==> src/rtl/core/wfi_pkg.sv <==
`timescale 1ns / 1ps
`default_nettype none

package wfi_pkg;

    // field widths
    localparam int unsigned NUM_AXES    = 6;
    localparam int unsigned AX_W        = 3;
    localparam int unsigned COORD_W     = 32;
    localparam int unsigned DUR_W       = 22;
    localparam int unsigned PH_W        = 23;
    localparam int unsigned PERIOD_W    = 16;
    localparam int unsigned TIME_W      = 32;

    // stream payload widths
    localparam int unsigned IN_TDATA_W  = 216;
    localparam int unsigned OUT_TDATA_W = 224;

    // configuration port
    localparam int unsigned CFG_ADDR_W  = 2;
    localparam int unsigned CFG_DATA_W  = 32;

    localparam logic [CFG_ADDR_W-1:0] REG_START_X      = 2'd0;
    localparam logic [CFG_ADDR_W-1:0] REG_START_Y      = 2'd1;
    localparam logic [CFG_ADDR_W-1:0] REG_START_Z      = 2'd2;
    localparam logic [CFG_ADDR_W-1:0] REG_FRAME_PERIOD = 2'd3;

    localparam logic [PERIOD_W-1:0] PERIOD_RESET = 16'd1000;

    typedef logic [COORD_W-1:0] coord_t;

    // one beat into or out of the shared multiplier pipe
    typedef struct packed {
        logic            valid;
        logic [AX_W-1:0] axis;
    } mac_req_t;

endpackage

`default_nettype wire

==> src/rtl/core/wfi_divider.sv <==
`timescale 1ns / 1ps
`default_nettype none

module wfi_divider #(
    parameter int unsigned QUOT_W = 16
) (
    input  wire logic                       aclk,
    input  wire logic                       aresetn,
    input  wire logic                       start,
    input  wire logic [wfi_pkg::DUR_W-1:0]  num,
    input  wire logic [wfi_pkg::DUR_W-1:0]  den,
    output logic                            done,
    output logic [QUOT_W-1:0]               quot
);

    localparam int unsigned CNT_W = $clog2(QUOT_W + 1);

    logic [wfi_pkg::DUR_W-1:0] rem_reg;
    logic [wfi_pkg::DUR_W-1:0] den_reg;
    logic [QUOT_W-1:0]         quot_reg;
    logic [CNT_W-1:0]          cnt_reg;
    logic                      busy_reg;
    logic                      done_reg;

    logic [wfi_pkg::DUR_W:0]   trial;
    logic [wfi_pkg::DUR_W:0]   diff;
    logic                      ge;
    logic [wfi_pkg::DUR_W-1:0] rem_next;

    // one restoring step: shift in a zero, subtract when it fits
    always_comb begin
        trial    = {rem_reg, 1'b0};
        ge       = trial >= {1'b0, den_reg};
        diff     = trial - {1'b0, den_reg};
        rem_next = ge ? diff[wfi_pkg::DUR_W-1:0] : trial[wfi_pkg::DUR_W-1:0];
    end

    // step control
    always_ff @(posedge aclk) begin
        if (!aresetn) begin
            busy_reg <= 1'b0;
            done_reg <= 1'b0;
            cnt_reg  <= '0;
        end else begin
            done_reg <= 1'b0;
            if (start) begin
                busy_reg <= 1'b1;
                cnt_reg  <= '0;
            end else if (busy_reg) begin
                cnt_reg <= cnt_reg + CNT_W'(1);
                if (cnt_reg == CNT_W'(QUOT_W - 1)) begin
                    busy_reg <= 1'b0;
                    done_reg <= 1'b1;
                end
            end
        end
    end

    // remainder and quotient
    always_ff @(posedge aclk) begin
        if (start) begin
            rem_reg <= num;
            den_reg <= den;
        end else if (busy_reg) begin
            rem_reg  <= rem_next;
            quot_reg <= {quot_reg[QUOT_W-2:0], ge};
        end
    end

    assign done = done_reg;
    assign quot = quot_reg;

endmodule

`default_nettype wire

==> src/rtl/core/wfi_mac.sv <==
`timescale 1ns / 1ps
`default_nettype none

module wfi_mac #(
    parameter int unsigned WEIGHT_W = 16
) (
    input  wire logic              aclk,
    input  wire logic              aresetn,
    input  wire wfi_pkg::mac_req_t req,
    input  wire wfi_pkg::coord_t   cur,
    input  wire wfi_pkg::coord_t   prev,
    input  wire logic [WEIGHT_W-1:0] weight,
    output wfi_pkg::mac_req_t      rsp,
    output wfi_pkg::coord_t        res
);

    localparam int unsigned DIFF_W = wfi_pkg::COORD_W + 1;
    localparam int unsigned PROD_W = DIFF_W + WEIGHT_W + 1;

    wfi_pkg::mac_req_t         req1_reg;
    wfi_pkg::mac_req_t         req2_reg;
    wfi_pkg::mac_req_t         rsp_reg;
    logic signed [DIFF_W-1:0]  diff_reg;
    wfi_pkg::coord_t           prev1_reg;
    wfi_pkg::coord_t           prev2_reg;
    logic signed [PROD_W-1:0]  prod_reg;
    wfi_pkg::coord_t           res_reg;

    logic signed [DIFF_W-1:0]  diff_next;
    logic signed [PROD_W-1:0]  diff_ext;
    logic signed [PROD_W-1:0]  weight_ext;
    logic signed [PROD_W-1:0]  prod_next;

    always_comb begin
        diff_next  = $signed({cur[wfi_pkg::COORD_W-1], cur})
                   - $signed({prev[wfi_pkg::COORD_W-1], prev});
        diff_ext   = PROD_W'(diff_reg);
        weight_ext = PROD_W'($signed({1'b0, weight}));
        prod_next  = diff_ext * weight_ext;
    end

    // beat tracking through the three stages
    always_ff @(posedge aclk) begin
        if (!aresetn) begin
            req1_reg <= '0;
            req2_reg <= '0;
            rsp_reg  <= '0;
        end else begin
            req1_reg <= req;
            req2_reg <= req1_reg;
            rsp_reg  <= req2_reg;
        end
    end

    // difference, product, then floor-shift and add back
    always_ff @(posedge aclk) begin
        diff_reg  <= diff_next;
        prev1_reg <= prev;
        prod_reg  <= prod_next;
        prev2_reg <= prev1_reg;
        res_reg   <= prev2_reg + prod_reg[WEIGHT_W+wfi_pkg::COORD_W-1:WEIGHT_W];
    end

    assign rsp = rsp_reg;
    assign res = res_reg;

endmodule

`default_nettype wire

==> src/rtl/core/waypoint_frame_interpolator_top.sv <==
`timescale 1ns / 1ps
`default_nettype none

// A restart beat is taken in idle; a waypoint beat runs its frames in turn,
// and each frame waits while the receiver stalls the output.
// Throughput: one waypoint at a time; each frame is paced by the bit-serial
// weight divider (WEIGHT_BITS steps) and six passes through one multiplier.
// Reset: synchronous, active low; start point zero, frame period 1000,
// phase and frame clock zero, no result pending.
module waypoint_frame_interpolator_top #(
    parameter int unsigned MAX_FRAMES  = 64,
    parameter int unsigned WEIGHT_BITS = 16
) (
    input  wire logic                               aclk,
    input  wire logic                               aresetn,
    // configuration write port
    input  wire logic                               cfg_we,
    input  wire logic [wfi_pkg::CFG_ADDR_W-1:0]     cfg_addr,
    input  wire logic [wfi_pkg::CFG_DATA_W-1:0]     cfg_wdata,
    // waypoint stream
    input  wire logic                               s_tvalid,
    output logic                                    s_tready,
    // pos_x, pos_y, pos_z, yaw_in, pitch_in, roll_in, duration
    input  wire logic [wfi_pkg::IN_TDATA_W-1:0]     s_tdata,
    // kind
    input  wire logic                               s_tuser,
    // frame stream
    output logic                                    m_tvalid,
    input  wire logic                               m_tready,
    // out_x, out_y, out_z, out_yaw, out_pitch, out_roll, frame_time
    output logic [wfi_pkg::OUT_TDATA_W-1:0]         m_tdata,
    output logic                                    m_tlast,
    // clamped
    output logic                                    m_tuser
);

    localparam int unsigned CNT_W = $clog2(MAX_FRAMES + 1);
    localparam int unsigned LIM_W = wfi_pkg::PH_W + 1;
    localparam int unsigned NAX   = wfi_pkg::NUM_AXES;
    localparam int unsigned CW    = wfi_pkg::COORD_W;

    typedef enum logic [6:0] {
        ST_IDLE   = 7'b0000001,
        ST_SETUP  = 7'b0000010,
        ST_CHECK  = 7'b0000100,
        ST_DIV    = 7'b0001000,
        ST_MUL    = 7'b0010000,
        ST_EMIT   = 7'b0100000,
        ST_FINISH = 7'b1000000
    } state_t;

    state_t state_reg;

    // configuration
    wfi_pkg::coord_t                start_x_reg;
    wfi_pkg::coord_t                start_y_reg;
    wfi_pkg::coord_t                start_z_reg;
    logic [wfi_pkg::PERIOD_W-1:0]   period_reg;

    // segment state
    wfi_pkg::coord_t                prev_reg [NAX];
    wfi_pkg::coord_t                cur_reg  [NAX];
    wfi_pkg::coord_t                res_reg  [NAX];
    logic [wfi_pkg::DUR_W-1:0]      dur_reg;
    logic [wfi_pkg::PH_W-1:0]       phase_reg;
    logic [wfi_pkg::TIME_W-1:0]     clock_reg;
    logic [CNT_W-1:0]               frame_cnt_reg;
    logic                           clamped_reg;
    logic [WEIGHT_BITS-1:0]         weight_reg;
    logic [wfi_pkg::AX_W-1:0]       issue_reg;

    // output register
    logic                           m_tvalid_reg;
    logic [wfi_pkg::OUT_TDATA_W-1:0] m_tdata_reg;
    logic                           m_tlast_reg;
    logic                           m_tuser_reg;

    logic [wfi_pkg::PERIOD_W-1:0]   eff_period;
    logic [LIM_W-1:0]               lim;
    logic                           clamp_next;
    logic [wfi_pkg::PH_W-1:0]       phase_next;
    logic                           last_next;
    logic                           in_fire;
    logic                           out_free;
    logic                           load_out;
    logic                           frame_pending;
    logic [wfi_pkg::OUT_TDATA_W-1:0] out_data_next;

    logic                           div_start;
    logic                           div_done;
    logic [WEIGHT_BITS-1:0]         div_quot;
    wfi_pkg::mac_req_t              mac_req;
    wfi_pkg::mac_req_t              mac_rsp;
    wfi_pkg::coord_t                mac_res;

    // frame arithmetic
    always_comb begin
        eff_period    = (period_reg == '0) ? wfi_pkg::PERIOD_W'(1) : period_reg;
        lim           = LIM_W'(phase_reg) + LIM_W'(eff_period) * LIM_W'(MAX_FRAMES);
        clamp_next    = lim < LIM_W'(dur_reg);
        phase_next    = phase_reg + wfi_pkg::PH_W'(eff_period);
        last_next     = (phase_next >= wfi_pkg::PH_W'(dur_reg))
                     || (frame_cnt_reg == CNT_W'(MAX_FRAMES - 1));
        frame_pending = phase_reg < wfi_pkg::PH_W'(dur_reg);
        in_fire       = s_tvalid && s_tready;
        out_free      = !m_tvalid_reg || m_tready;
        load_out      = (state_reg == ST_EMIT) && out_free;
        div_start     = (state_reg == ST_CHECK) && frame_pending;
        mac_req.valid = (state_reg == ST_MUL) && (issue_reg < wfi_pkg::AX_W'(NAX));
        mac_req.axis  = issue_reg;
        out_data_next = '0;
        for (int a = 0; a < NAX; a++) begin
            out_data_next[a*CW +: CW] = res_reg[a];
        end
        out_data_next[NAX*CW +: wfi_pkg::TIME_W] = clock_reg;
    end

    assign s_tready = (state_reg == ST_IDLE);

    // weight divider: phase * 2^WEIGHT_BITS / duration
    wfi_divider #(
        .QUOT_W (WEIGHT_BITS)
    ) u_div (
        .aclk    (aclk),
        .aresetn (aresetn),
        .start   (div_start),
        .num     (phase_reg[wfi_pkg::DUR_W-1:0]),
        .den     (dur_reg),
        .done    (div_done),
        .quot    (div_quot)
    );

    // shared multiplier, one axis per beat
    wfi_mac #(
        .WEIGHT_W (WEIGHT_BITS)
    ) u_mac (
        .aclk    (aclk),
        .aresetn (aresetn),
        .req     (mac_req),
        .cur     (cur_reg[issue_reg]),
        .prev    (prev_reg[issue_reg]),
        .weight  (weight_reg),
        .rsp     (mac_rsp),
        .res     (mac_res)
    );

    // sequencer and control state
    always_ff @(posedge aclk) begin
        if (!aresetn) begin
            state_reg     <= ST_IDLE;
            start_x_reg   <= '0;
            start_y_reg   <= '0;
            start_z_reg   <= '0;
            period_reg    <= wfi_pkg::PERIOD_RESET;
            phase_reg     <= '0;
            clock_reg     <= '0;
            frame_cnt_reg <= '0;
            issue_reg     <= '0;
            m_tvalid_reg  <= 1'b0;
            for (int a = 0; a < NAX; a++) begin
                prev_reg[a] <= '0;
            end
        end else begin
            if (cfg_we) begin
                case (cfg_addr)
                    wfi_pkg::REG_START_X:      start_x_reg <= cfg_wdata;
                    wfi_pkg::REG_START_Y:      start_y_reg <= cfg_wdata;
                    wfi_pkg::REG_START_Z:      start_z_reg <= cfg_wdata;
                    wfi_pkg::REG_FRAME_PERIOD: period_reg  <= cfg_wdata[wfi_pkg::PERIOD_W-1:0];
                    default: ;
                endcase
            end

            if (load_out) begin
                m_tvalid_reg <= 1'b1;
            end else if (m_tready) begin
                m_tvalid_reg <= 1'b0;
            end

            case (state_reg)
                ST_IDLE: begin
                    if (in_fire) begin
                        if (s_tuser) begin
                            // restart from the start point
                            prev_reg[0] <= start_x_reg;
                            prev_reg[1] <= start_y_reg;
                            prev_reg[2] <= start_z_reg;
                            for (int a = 3; a < NAX; a++) begin
                                prev_reg[a] <= '0;
                            end
                            phase_reg <= '0;
                            clock_reg <= '0;
                        end else begin
                            state_reg <= ST_SETUP;
                        end
                    end
                end
                ST_SETUP: begin
                    frame_cnt_reg <= '0;
                    state_reg     <= ST_CHECK;
                end
                ST_CHECK: begin
                    state_reg <= frame_pending ? ST_DIV : ST_FINISH;
                end
                ST_DIV: begin
                    if (div_done) begin
                        issue_reg <= '0;
                        state_reg <= ST_MUL;
                    end
                end
                ST_MUL: begin
                    if (mac_req.valid) begin
                        issue_reg <= issue_reg + wfi_pkg::AX_W'(1);
                    end
                    if (mac_rsp.valid && mac_rsp.axis == wfi_pkg::AX_W'(NAX - 1)) begin
                        state_reg <= ST_EMIT;
                    end
                end
                ST_EMIT: begin
                    if (out_free) begin
                        phase_reg     <= phase_next;
                        clock_reg     <= clock_reg + wfi_pkg::TIME_W'(eff_period);
                        frame_cnt_reg <= frame_cnt_reg + CNT_W'(1);
                        state_reg     <= last_next ? ST_FINISH : ST_CHECK;
                    end
                end
                ST_FINISH: begin
                    // carry the leftover phase; a clamped segment drops it
                    phase_reg <= frame_pending ? '0 : phase_reg - wfi_pkg::PH_W'(dur_reg);
                    for (int a = 0; a < NAX; a++) begin
                        prev_reg[a] <= cur_reg[a];
                    end
                    state_reg <= ST_IDLE;
                end
                default: state_reg <= ST_IDLE;
            endcase
        end
    end

    // payload registers
    always_ff @(posedge aclk) begin
        if (in_fire && !s_tuser) begin
            for (int a = 0; a < NAX; a++) begin
                cur_reg[a] <= s_tdata[a*CW +: CW];
            end
            dur_reg <= s_tdata[NAX*CW +: wfi_pkg::DUR_W];
        end
        if (state_reg == ST_SETUP) begin
            clamped_reg <= clamp_next;
        end
        if (div_done) begin
            weight_reg <= div_quot;
        end
        if (mac_rsp.valid) begin
            res_reg[mac_rsp.axis] <= mac_res;
        end
        if (load_out) begin
            m_tdata_reg <= out_data_next;
            m_tlast_reg <= last_next;
            m_tuser_reg <= clamped_reg;
        end
    end

    assign m_tvalid = m_tvalid_reg;
    assign m_tdata  = m_tdata_reg;
    assign m_tlast  = m_tlast_reg;
    assign m_tuser  = m_tuser_reg;

    // the divider only finishes while the sequencer waits for it
    assert property (@(posedge aclk) disable iff (!aresetn)
        div_done |-> (state_reg == ST_DIV))
        else $error("divider result outside the weight step");

    // multiplier results only arrive during the axis pass
    assert property (@(posedge aclk) disable iff (!aresetn)
        mac_rsp.valid |-> (state_reg == ST_MUL))
        else $error("multiplier result outside the axis pass");

    // a new frame never starts past the frame limit
    assert property (@(posedge aclk) disable iff (!aresetn)
        (state_reg == ST_CHECK) |-> (frame_cnt_reg < CNT_W'(MAX_FRAMES)))
        else $error("frame count past the limit");

endmodule

`default_nettype wire
==> config.mk <==
export PLATFORM = sky130hd
export DESIGN_NAME = waypoint_frame_interpolator_top
export DESIGN_NICKNAME = d
export VERILOG_FILES = /design/src/rtl/core/wfi_pkg.sv /design/src/rtl/core/wfi_divider.sv /design/src/rtl/core/wfi_mac.sv /design/src/rtl/core/waypoint_frame_interpolator_top.sv
export SDC_FILE = /design/constraint.sdc
export NUM_CORES = 2
export LEC_CHECK = 0
export ABC_AREA = 1
export BUFFER_PORTS_ARGS = -buffer_cell sky130_fd_sc_hd__buf_4
export CORE_ASPECT_RATIO = 0.8
export CORE_UTILIZATION = 50
export CTS_CLUSTER_SIZE = 10
export DETAILED_ROUTE_END_ITERATION = 12
export MAX_ROUTING_LAYER = met4
export PLACE_DENSITY_LB_ADDON = 0.2
export REMOVE_ABC_BUFFERS = 1
export SYNTH_ARGS = -nofsm -noshare
export SYNTH_HDL_FRONTEND = slang
export SYNTH_SLANG_ARGS = --single-unit
==> constraint.sdc <==
create_clock -name aclk -period 19.9 [get_ports aclk]
set_clock_uncertainty 0.1 [all_clocks]
set_input_delay 2.985 -clock aclk [delete_from_list [all_inputs] [get_ports aclk]]
set_output_delay 2.985 -clock aclk [all_outputs]
set_load 0.03 [all_outputs]
==> run summary <==
In this run the count of I/O pins placed on the die edge is 484. Summing the areas of all fa, ha and maj instances in the mapped netlist gives 18.5% of the synthesized area. After legalization and detailed placement, the total HPWL measured 144 mm. The critical path goes through nand2_1 -> fa_1 -> inv_1 -> fa_1 -> inv_1 -> fa_1 -> inv_1 -> fa_1 -> fa_1 -> inv_1 -> fa_1 -> inv_1 -> ha_1 -> nand2_1 -> nor2_1 -> inv_1 -> nor4_1 -> a21oi_1 -> o21ai_0 -> nand2_1 -> nand3_1 -> nand2_1.

The mean post-synth cell area came out at 9.51 sq um. On the worst path, the slowest cell contributes a delay of 1.11 ns. The library cells used most frequently in the layout, excluding fill and tap cells, are sky130_fd_sc_hd__nand2_1 (1500), sky130_fd_sc_hd__inv_1 (1430), sky130_fd_sc_hd__edfxtp_1 (901), sky130_fd_sc_hd__a21oi_1 (597), sky130_fd_sc_hd__buf_4 (541). The kind of capture point of the worst setup path is a register. The layout cell share with drive strength beyond 1 came out at 9.58%. The register with the most flip-flops in the layout has 224 of them. In this run the clock root is driven by a sky130_fd_sc_hd__clkbuf_16. The max-slew violation total from the final report came out at 0. After the first detailed-routing iteration, the DRC count stood at 5249.

The number of antenna violations at the first check in global routing is 9. The multi-input gate area in the final layout came out at 31400 sq um. The core region is 143000 sq um.

The xor-xnor portion of the synthesized cell area came out at 1.95%. The buffer depth of the longest clock path is 3. The multiplexer area fraction after synthesis came out at 0%. The slowest stage of the critical path belongs to the cell sky130_fd_sc_hd__dfxtp_1.

The minimum clock period came out at 7.19 ns. The total wire length after detailed routing is 200 mm. The fill cell instance count of the final layout came out at 12.5k. The worst slew margin relative to its limit is 6.42%. The detailed-route wire length per cell is 20.0 um.

After synthesis the netlist holds a flip-flop and latch count of 1269. TritonCTS built the clock tree. After clock tree synthesis, the setup repair step added 0 buffers.

The count of hold buffers inserted by post-cts repair came out at 0. Summed over all failing endpoints, the final setup total negative slack is 0 ns. The global-route usage over all layers came out at 28.2%. The die is 342 um tall.

STA puts the critical path data required time at 20.45 ns. Clock-pin slew was measured on the worst setup and hold paths at 0.06 ns. Of all nets on the critical path, the largest fanout is 16. The number of enable flip-flop cells after synthesis came out at 901. By area, the combinational part of the netlist is dominated by adder cells.

During synthesis, Yosys emitted a total of 0 warnings. The pin count of the biggest net entering global routing came out at 206. The count of input and output buffers is 481. Setup violations remaining at the end of the flow were counted as 0.

The async set-or-reset flop fraction in the synthesized netlist came out at 0%. The run finished with clean final reports. The via total after detailed routing came out at 53.4k. The total number of placement rows is 124. The sequential cells in the finished layout cover a total of 34400 sq um. The post-detailed-route via-to-cell ratio came out at 5.34. Clock latency on the worst-skew pair, taken at its later pin, is 0.81 ns. The first TritonRoute pass finished after 6 iterations.

The instance count of the mapped netlist came out at 7611. The starting density of the core is 50.5%. The startpoint-to-endpoint class of the critical path is reg -> reg.

STA classifies the critical path startpoint as a register. The most used flip-flop cell after synthesis is sky130_fd_sc_hd__edfxtp_1. The number of hold violations in the final report is 0.

Global routing finished with a remaining overflow of 0. The maximum clock frequency came out at 139 MHz. Setup repair after global routing left no endpoint under its margin. After Yosys synthesis, and, or, nand and nor cells account for 13.4% of the synthesized area. Across all register-to-register paths, the minimum setup slack is 12.71 ns. The library cell used most frequently in the layout, excluding fill and tap cells, is sky130_fd_sc_hd__nand2_1. The worst path uses 36.1% of the clock period.

The layout overhead on the synthesized area is 13.7%. The number of global-route vias before repair came out at 51.8k. The number of max-cap violations is 0. The path class of the tightest hold or removal check is reg -> reg. The post-synthesis sequential area ratio is 47.6%.

Once the clock tree was built, the resizer swapped 0 gates to a different size. The die area came out at 146000 sq um. The post-detailed-route count of antenna-violating nets is 0. The H-tree was split into 4 levels.

The first global-routing pass estimated 305 mm of wire. The number of library cell types mapped by synthesis came out at 58. The data arrival time of the critical path is 7.73 ns.

The TritonCTS buffer count came out at 149. The number of nets at the end of the flow came out at 9019. The TritonCTS sink count came out at 1269. The synthesized-area fraction occupied by ao, oa, aoi and oai cells is 9.39%.

The transition at the pin with the smallest max-transition slack is 1.40 ns. The final routed DRC violation total is 0. From left edge to right edge, the die measures 427 um. After synthesis the cells add up to 72400 sq um.

At the end of routability-driven placement, the weighted congestion stood at 0.956.
[through the flow]
stage          worst slack [ns]  hold WS (ns)  instances  utilization (%)  cell area, sq um
2_1_floorplan              2.53         0.210       7297                -             71100
3_3_place_gp              12.85         0.212       9730             54.3             77700
3_5_place_dp              12.79         0.212       9730             54.3             77700
4_1_cts                   12.75         0.212      10000             57.5             82300
5_1_grt                   12.36         0.224      10000             57.5             82300
6_report                  12.71         0.213      10000             57.5             82300
[cell type report]
class / instances / area share (%)
clock buffers: 253 / 5.05
repair buffers: 543 / 4.97
inverters: 1442 / 6.59
multi-input cells: 4586 / 38.1
clock inverters: 25 / 0.533
diodes: 5 / 0.0152
well taps: 1890 / 2.87
flip-flops and latches: 1269 / 41.8
[path summary, 6_finish.rpt]
check | end | cells past startpoint | from
min | u_mac.prev2_reg[18] | 0 | u_mac.prev1_reg[18]
max | u_mac.prod_reg[44] | 22 | u_mac.diff_reg[5]
max reg2reg | u_mac.prod_reg[44] | 22 | u_mac.diff_reg[5]
min reg2reg | u_mac.prev2_reg[18] | 0 | u_mac.prev1_reg[18]
[critical path, delay by kind of cell, from the launching register on]
family                     cells  cell delay [ns]
AOI/OAI and AO/OA              2             0.71
adders and majority gates      7             3.33
buffers and inverters          6             0.30
DFF                            1             1.11
and+or+nand+nor                7             1.45
[cell usage after synthesis (26+ instances only)]
cell type | instances | area [sq um]
sky130_fd_sc_hd__a21o_1 | 32 | 240
sky130_fd_sc_hd__a21oi_1 | 597 | 2990
sky130_fd_sc_hd__a31oi_1 | 26 | 163
sky130_fd_sc_hd__a32o_1 | 32 | 320
sky130_fd_sc_hd__clkbuf_1 | 278 | 1040
sky130_fd_sc_hd__dfxtp_1 | 368 | 7370
sky130_fd_sc_hd__edfxtp_1 | 901 | 27100
sky130_fd_sc_hd__fa_1 | 493 | 9870
sky130_fd_sc_hd__ha_1 | 279 | 3490
sky130_fd_sc_hd__inv_1 | 1434 | 5380
sky130_fd_sc_hd__nand2_1 | 1503 | 5640
sky130_fd_sc_hd__nand3_1 | 235 | 1180
sky130_fd_sc_hd__nand4_1 | 27 | 169
sky130_fd_sc_hd__nor2_1 | 540 | 2030
sky130_fd_sc_hd__nor3_1 | 45 | 225
sky130_fd_sc_hd__o211ai_1 | 31 | 233
sky130_fd_sc_hd__o21ai_0 | 403 | 2020
sky130_fd_sc_hd__o31ai_1 | 32 | 240
sky130_fd_sc_hd__xnor2_1 | 54 | 473
sky130_fd_sc_hd__xor2_1 | 107 | 937
[cells by family (layout without fill, tap and decap cells)]
group,count (synthesis),after routing
AND/OR/NAND/NOR,2421,2421
buffers and inverters,1756,2263
flip-flops,1269,1269
AO/OA/AOI/OAI,1232,1232
adder cells (fa/ha/maj),772,772
XOR/XNOR,161,161
other,0,5
[routing by layer]
metal  GRT usage, %  share of wire (%)  up-vias
met4           7.06                2.1        0
li1               -                  -    25100
met3           6.31                9.8      287
met1           40.2                 45    25700
met2           40.7                 43     2324
met5              -                  0        -
Power is not shown: default switching activity piles up to over one toggle a cycle in this logic, so the estimate is an artifact.
